===== src/rtl/core/cfo_isqrt.sv =====
// Bitwise integer square root, two radicand bits per cycle.
module cfo_isqrt (
	input  logic        clk,
	input  logic        arst_n,
	input  logic        start,
	input  logic [47:0] radicand,
	output logic        done,
	output logic [23:0] root
);
	logic [47:0] v_q, res_q, bit_q;
	logic busy_q;

	always_ff @(posedge clk or negedge arst_n) begin
		if (!arst_n) begin
			busy_q <= 1'b0;
			done   <= 1'b0;
		end else begin
			done <= 1'b0;
			if (start) begin
				v_q    <= radicand;
				res_q  <= '0;
				bit_q  <= 48'h4000_0000_0000;
				busy_q <= 1'b1;
			end else if (busy_q) begin
				if (bit_q == 0) begin
					busy_q <= 1'b0;
					done   <= 1'b1;
					root   <= res_q[23:0];
				end else begin
					if (v_q >= res_q + bit_q) begin
						v_q   <= v_q - (res_q + bit_q);
						res_q <= (res_q >> 1) + bit_q;
					end else begin
						res_q <= res_q >> 1;
					end
					bit_q <= bit_q >> 2;
				end
			end
		end
	end
endmodule


===== config.mk =====
export PLATFORM = sky130hd
export DESIGN_NAME = cfo_isqrt
export DESIGN_NICKNAME = d
export VERILOG_FILES = /design/src/rtl/core/cfo_isqrt.sv
export SDC_FILE = /design/constraint.sdc
export NUM_CORES = 1
export LEC_CHECK = 0
export BUFFER_PORTS_ARGS = -buffer_cell sky130_fd_sc_hd__buf_4
export CAP_MARGIN = 25
export CORE_MARGIN = 2
export CORE_UTILIZATION = 55
export CTS_CLUSTER_SIZE = 28
export DETAILED_ROUTE_END_ITERATION = 6
export GPL_ROUTABILITY_DRIVEN = 0
export PLACE_DENSITY = 0.77
export SYNTH_ARGS = -nofsm -noshare
export SYNTH_HDL_FRONTEND = slang
export SYNTH_SLANG_ARGS = --single-unit

===== constraint.sdc =====
create_clock -name clk -period 5.6 [get_ports clk]
set_input_delay 1.12 -clock clk [delete_from_list [all_inputs] [get_ports clk]]
set_output_delay 1.12 -clock clk [all_outputs]
set_load 0.03 [all_outputs]

==> impl_metrics.ini, run 1 <==
[setup_path]
end_kind = register
crit_required_ns = 5.81
path_class = register to register
critPathBufInv = 4
path_max_fanout = 17
arrival_ns = 5.60
cp_top_family = compound AO/OA/AOI/OAI gates
crit_slowest_cell = edfxtp_1
cp-start-kind = register
cp_cell_sequence = ha_1 > buf_4 > a31o_2 > a21oi_1 > a21oi_2 > a21oi_1 > o21ai_0 > a21o_1 > a31o_2 > a311oi_1 > xor2_1 > ha_1 > nand2_1 > nor4_1 > nand4_1 > a211oi_4 > nor2_4 > buf_12 > buf_4 > clkbuf_16 > o311ai_0
max_stage_delay_ns = 0.49

[cts]
cts_buffer_depth = 2
hold_buffers = 0
clk_latency_ns = 0.44
ctsHtreeMaxLevel = 4
root_buffer = clkbuf_16
cts_buffers = 17
numClockSinks = 170
clk_pin_slew_ns = 0.08
cts_tree = done

[status]
violations = DRC
status = complete, but fails checks

[yosys]
yosys_warnings = 0
synth_seq_cells = 170
synth_top_family_by_area = compound AO/OA/AOI/OAI gates
synth.largest_area_cell = edfxtp_1
synth_edf_count = 168
synth_fp_nets = 1843
netlist.area_leader.share_pct = 34.0
yosysSeqAreaShare_pct = 34.3
synth.area.top_cells = edfxtp_1, ha_1, a21oi_1, o21ai_0, nand2_1
ys.flop_type = edfxtp_1
synth_fa_ha_area_share_pct = 12.4
muxShareOfSynthArea_pct = 1.81
syn-instance-count = 1647
netlist_area_um2 = 14900
ys_async_sr_fraction_pct = 1.18
synth-xor-area-share_pct = 7.96
syn_area_per_cell_um2 = 9.02
ys_types = 70
synth_compound_area_share_pct = 25.8
synth-simple-area-share_pct = 14.9

[global_routing]
grt_use_total_pct = 28.1
grt_pass1_vias = 12900
antenna_found_initial = 0
grt_pass1_wl_um = 64300
grt-ovfl-total = 0
grt_max_degree = 78

[sta]
worstMarginPinSlew_ns = 0.857
finalCriticalPeriod_ns = 5.39
setup_violations = 0
hold_viol = 0
finalMaxSlewViolations = 0
fin_crit_sh_pct = 96.2
fmax_mhz = 186
skew_ns = 0.0143
timing.slew.headroom_pct = 42.9

[floorplan]
die_area_um2 = 28300
die_w_um = 168
initial_core_util_pct = 55.6
core_area_um2 = 26700
io_pins = 76
fp.dieH_um = 168
row_count = 60

[routing]
vias = 13600
viasPerCell = 6.48
wl_per_cell_um = 19.5
drtPass1Iterations = 7
first_iter_violations = 1458
drc = 1
wl_um = 41000
ant_nets = 0

[placement]
port_buffers = 75
dpl.hpwl_um = 30200

[finish]
seq_area_um2 = 5090
final_common_cell = nand2_1
drive_gt1_share_pct = 12.9
area_growth_pct = 14.6
multiInputGateArea_um2 = 9440
num_antenna_cells = 0
most-common-layout-cells = nand2_1, edfxtp_1, a21oi_1
fin_util_pct = 63.7
nFillCells = 2212
nets = 1945

[hold_path]
hp-class = register to register

[flow_run]
maxCapViolCount = 0
-- worst paths after layout --
check,endpoint,start,slack (ns),depth (start not counted)
hold / removal,root[0]$_DFFE_PP_,res_q[0]$_SDFFCE_PP0P_,0.52,0
setup reg to reg,res_q[31]$_SDFFCE_PP0P_,bit_q[11]$_SDFFCE_PP0P_,0.21,21
setup / recovery,res_q[31]$_SDFFCE_PP0P_,bit_q[11]$_SDFFCE_PP0P_,0.21,21
min in group asynchronous,busy_q$_DFF_PN0_,arst_n,0.68,1
hold reg to reg,root[0]$_DFFE_PP_,res_q[0]$_SDFFCE_PP0P_,0.52,0
max in group asynchronous,done$_DFF_PN0_,arst_n,3.67,2
-- final cells by class --
class | instances | share of cell area, %
Multi-Input combinational cell | 1366 | 55.4
Inverter | 35 | 0.772
Sequential cell | 170 | 29.9
Clock buffer | 18 | 2.52
Timing Repair Buffer | 159 | 7.78
Clock inverter | 14 | 1.07
Tap cell | 341 | 2.51
-- layer usage --
| layer | routed length, um | vias up | global-route usage, % |
|---|---|---|---|
| li1 | - | 6455 | - |
| met1 | 16700 | 6489 | 34.7 |
| met2 | 19900 | 563 | 48.0 |
| met3 | 2360 | 122 | 3.43 |
| met4 | 1930 | 0 | 15.3 |
| met5 | 0 | - | 0 |
-- registers in the layout, indices dropped and copies added, names as in the netlist --
signal,cells
busy_q,1
bit_q,48
done,1
res_q,48
root,24
v_q,48
-- cells in the mapped netlist (19+ instances only) --
cell type and number:
clkbuf_1 70, xnor2_1 78, edfxtp_1 168, nor2_1 73
and3_1 21, xor2_1 57, inv_1 35, a21o_1 75
a31oi_1 21, ha_1 142, nand4_1 28, nand2_1 196
mux2i_1 22, o21ai_0 152, a21oi_1 155, nor2b_1 19
a22o_1 44, nand3_1 46, o21bai_1 21
-- worst reg2reg max path: stages (launching register included) --
cell and delay (ns):
edfxtp_1 0.49, ha_1 0.34, buf_4 0.16, a31o_2 0.24
a21oi_1 0.23, a21oi_2 0.08, a21oi_1 0.16, o21ai_0 0.14
a21o_1 0.21, a31o_2 0.25, a311oi_1 0.32, xor2_1 0.16
ha_1 0.37, nand2_1 0.16, nor4_1 0.29, nand4_1 0.28
a211oi_4 0.35, nor2_4 0.07, buf_12 0.15, buf_4 0.15
clkbuf_16 0.17, o311ai_0 0.39
-- repair_timing --
action | 4_1_cts | 5_1_grt
cloned | 0 | 3
buffers inserted | 2 | 7
pin swaps | 1 | 8
endpoints found under the setup margin | 73 | 101
resized for setup | 1 | 20
-- through the flow --
step                instances  TNS (ns)  setup WS (ns)  area [um^2]  hold WS [ns]
detailed placement       2058     -2.04         -0.126        16200         0.493
CTS                      2092         0          0.120        16800         0.509
finish                   2103         0          0.212        17000         0.516
floorplan                1647         0          0.303        14900         0.457
global route             2103    -0.425        -0.0589        17000         0.521
global placement         2057         0         0.0454        16100         0.485
-- kinds of logic after synthesis --
logic type | Yosys count
buffers and inverters | 111
flip-flops | 170
XOR/XNOR | 135
AO/OA/AOI/OAI | 593
AND/OR/NAND/NOR | 467
multiplexers | 26
adder cells (fa/ha/maj) | 145
Power of run 1 is not shown: default switching activity piles up to over one toggle a cycle in this logic, so the estimate is an artifact.
==> run 2: changes to the inputs <==
- CTS_BUF_LIST: default -> sky130_fd_sc_hd__clkbuf_2
==> impl_metrics.ini, run 2 (synthesis results as in run 1) <==
[sta]
finalMaxSlewViolations = 0
skew_ns = 0.0531
fmax_mhz = 185
setup_violations = 0
timing.final.ws_setup_ns = 0.192
hold_viol = 0
fin_crit_sh_pct = 96.6
timing.slew.headroom_pct = 43.6
finalCriticalPeriod_ns = 5.41
worstMarginPinSlew_ns = 0.847

[global_routing]
met2_usage_pct = 47.3
grt_max_degree = 78
grt_pass1_wl_um = 63500
grt_pass1_vias = 12800
grt_use_met3_pct = 3.83
antenna_found_initial = 1
busiest_layer = met2
grt_use_total_pct = 27.8
grt-ovfl-total = 0
met1_usage_pct = 34.2

[cts]
ctsHtreeMaxLevel = 4
root_buffer = clkbuf_2
cts_tree = done
clk_pin_slew_ns = 0.27
cts_buffers = 17
hold_buffers = 0
cts_buffer_depth = 2
clk_latency_ns = 0.82
numClockSinks = 170

[routing]
wl_um = 40200
ant_nets = 0
first_iter_violations = 1236
drtPass1Iterations = 7
viasPerCell = 6.42
vias = 13500
drc = 0
wl_per_cell_um = 19.1

[hold_path]
hp-class = input port to async pin

[setup_path]
max_stage_delay_ns = 0.46
arrival_ns = 6.01
crit_slowest_cell = edfxtp_1
path_class = register to register
cp_top_family = compound AO/OA/AOI/OAI gates
cp_cell_sequence = buf_4 > ha_1 > a211oi_1 > o211ai_1 > nand2_1 > a21oi_1 > a21oi_1 > o21ai_0 > a21o_1 > a31o_2 > a311oi_1 > xor2_1 > ha_1 > nand2_1 > nor4_1 > nand4_1 > a211oi_4 > nor2_4 > buf_4 > clkbuf_16 > o311ai_0
end_kind = register
cp-start-kind = register
path_max_fanout = 17
crit_required_ns = 6.21
critPathBufInv = 3

[flow_run]
maxCapViolCount = 0

[floorplan]
die_area_um2 = 28300
die_w_um = 168
fp.dieH_um = 168
core_area_um2 = 26700
initial_core_util_pct = 55.6
row_count = 60
io_pins = 76

[finish]
final_common_cell = nand2_1
reg_top3 = bit_q x48, res_q x48, v_q x48
area_growth_pct = 12.2
fin_util_pct = 62.4
most-common-layout-cells = nand2_1, edfxtp_1, a21oi_1
drive_gt1_share_pct = 12.9
nets = 1945

[status]
status = finished clean

[placement]
pre_cts_slack_ns = -0.126
dpl.hpwl_um = 30200
port_buffers = 75
run 2: changes by cell type in the layout (fill, tap and decap cells not counted), moves of 2 or more:
cell / delta
buf_4: +2
clkbuf_16: -18
clkbuf_2: +18
o311ai_0: -2
o311ai_1: +2
run 2: repair_timing:
action,4_1_cts,5_1_grt
setup buffers,3,8
gates cloned,0,1
endpoints found under the setup margin,77,102
gates resized for setup,0,26
pin swaps,1,8
run 2: metrics by stage:
step           std cells  hold slack (ns)  cell area [um^2]  TNS [ns]
2_1_floorplan       1647            0.457             14900         0
4_1_cts             2093            0.224             16500         0
5_1_grt             2104            0.221             16700   -0.0439
3_5_place_dp        2058            0.493             16200     -2.04
6_report            2104            0.263             16700         0
3_3_place_gp        2057            0.485             16100         0
run 2: worst reg2reg max path: stages (launching register included):
cell and delay, ns:
edfxtp_1 0.46, buf_4 0.16, ha_1 0.31, a211oi_1 0.31, o211ai_1 0.15, nand2_1 0.15, a21oi_1 0.13, a21oi_1 0.18
o21ai_0 0.14, a21o_1 0.21, a31o_2 0.25, a311oi_1 0.33, xor2_1 0.16, ha_1 0.37, nand2_1 0.16, nor4_1 0.29
nand4_1 0.29, a211oi_4 0.36, nor2_4 0.13, buf_4 0.17, clkbuf_16 0.17, o311ai_0 0.36
run 2: layout make-up:
| class | count | area (um^2) |
|---|---|---|
| diodes | 1 | 2.50 |
| clock buffers | 18 | 90.1 |
| clock inverters | 14 | 181 |
| fillers | 2293 | 10100 |
| inverters | 35 | 131 |
| multi-input cells | 1366 | 9440 |
| flip-flops and latches | 170 | 5090 |
| well taps | 341 | 427 |
| repair buffers | 159 | 1300 |
run 2: final timing paths:
kind / slack [ns] / endpoint / startpoint / cells after the start
setup / recovery: 0.19 / res_q[31]$_SDFFCE_PP0P_ / res_q[1]$_SDFFCE_PP0P_ / 21
hold / removal: 0.26 / busy_q$_DFF_PN0_ / arst_n / 1
setup reg to reg: 0.19 / res_q[31]$_SDFFCE_PP0P_ / res_q[1]$_SDFFCE_PP0P_ / 21
hold reg to reg: 0.57 / root[0]$_DFFE_PP_ / res_q[0]$_SDFFCE_PP0P_ / 0
max in group asynchronous: 4.11 / done$_DFF_PN0_ / arst_n / 2
min in group clk: 0.56 / v_q[11]$_DFFE_PP_ / radicand[11] / 3
run 2: layer usage:
layer	routed length [um]	vias up
met5	0	-
met4	1970	0
met3	2170	126
met2	19500	502
met1	16600	6416
li1	-	6456
Power of run 2 is left out for the same reason.
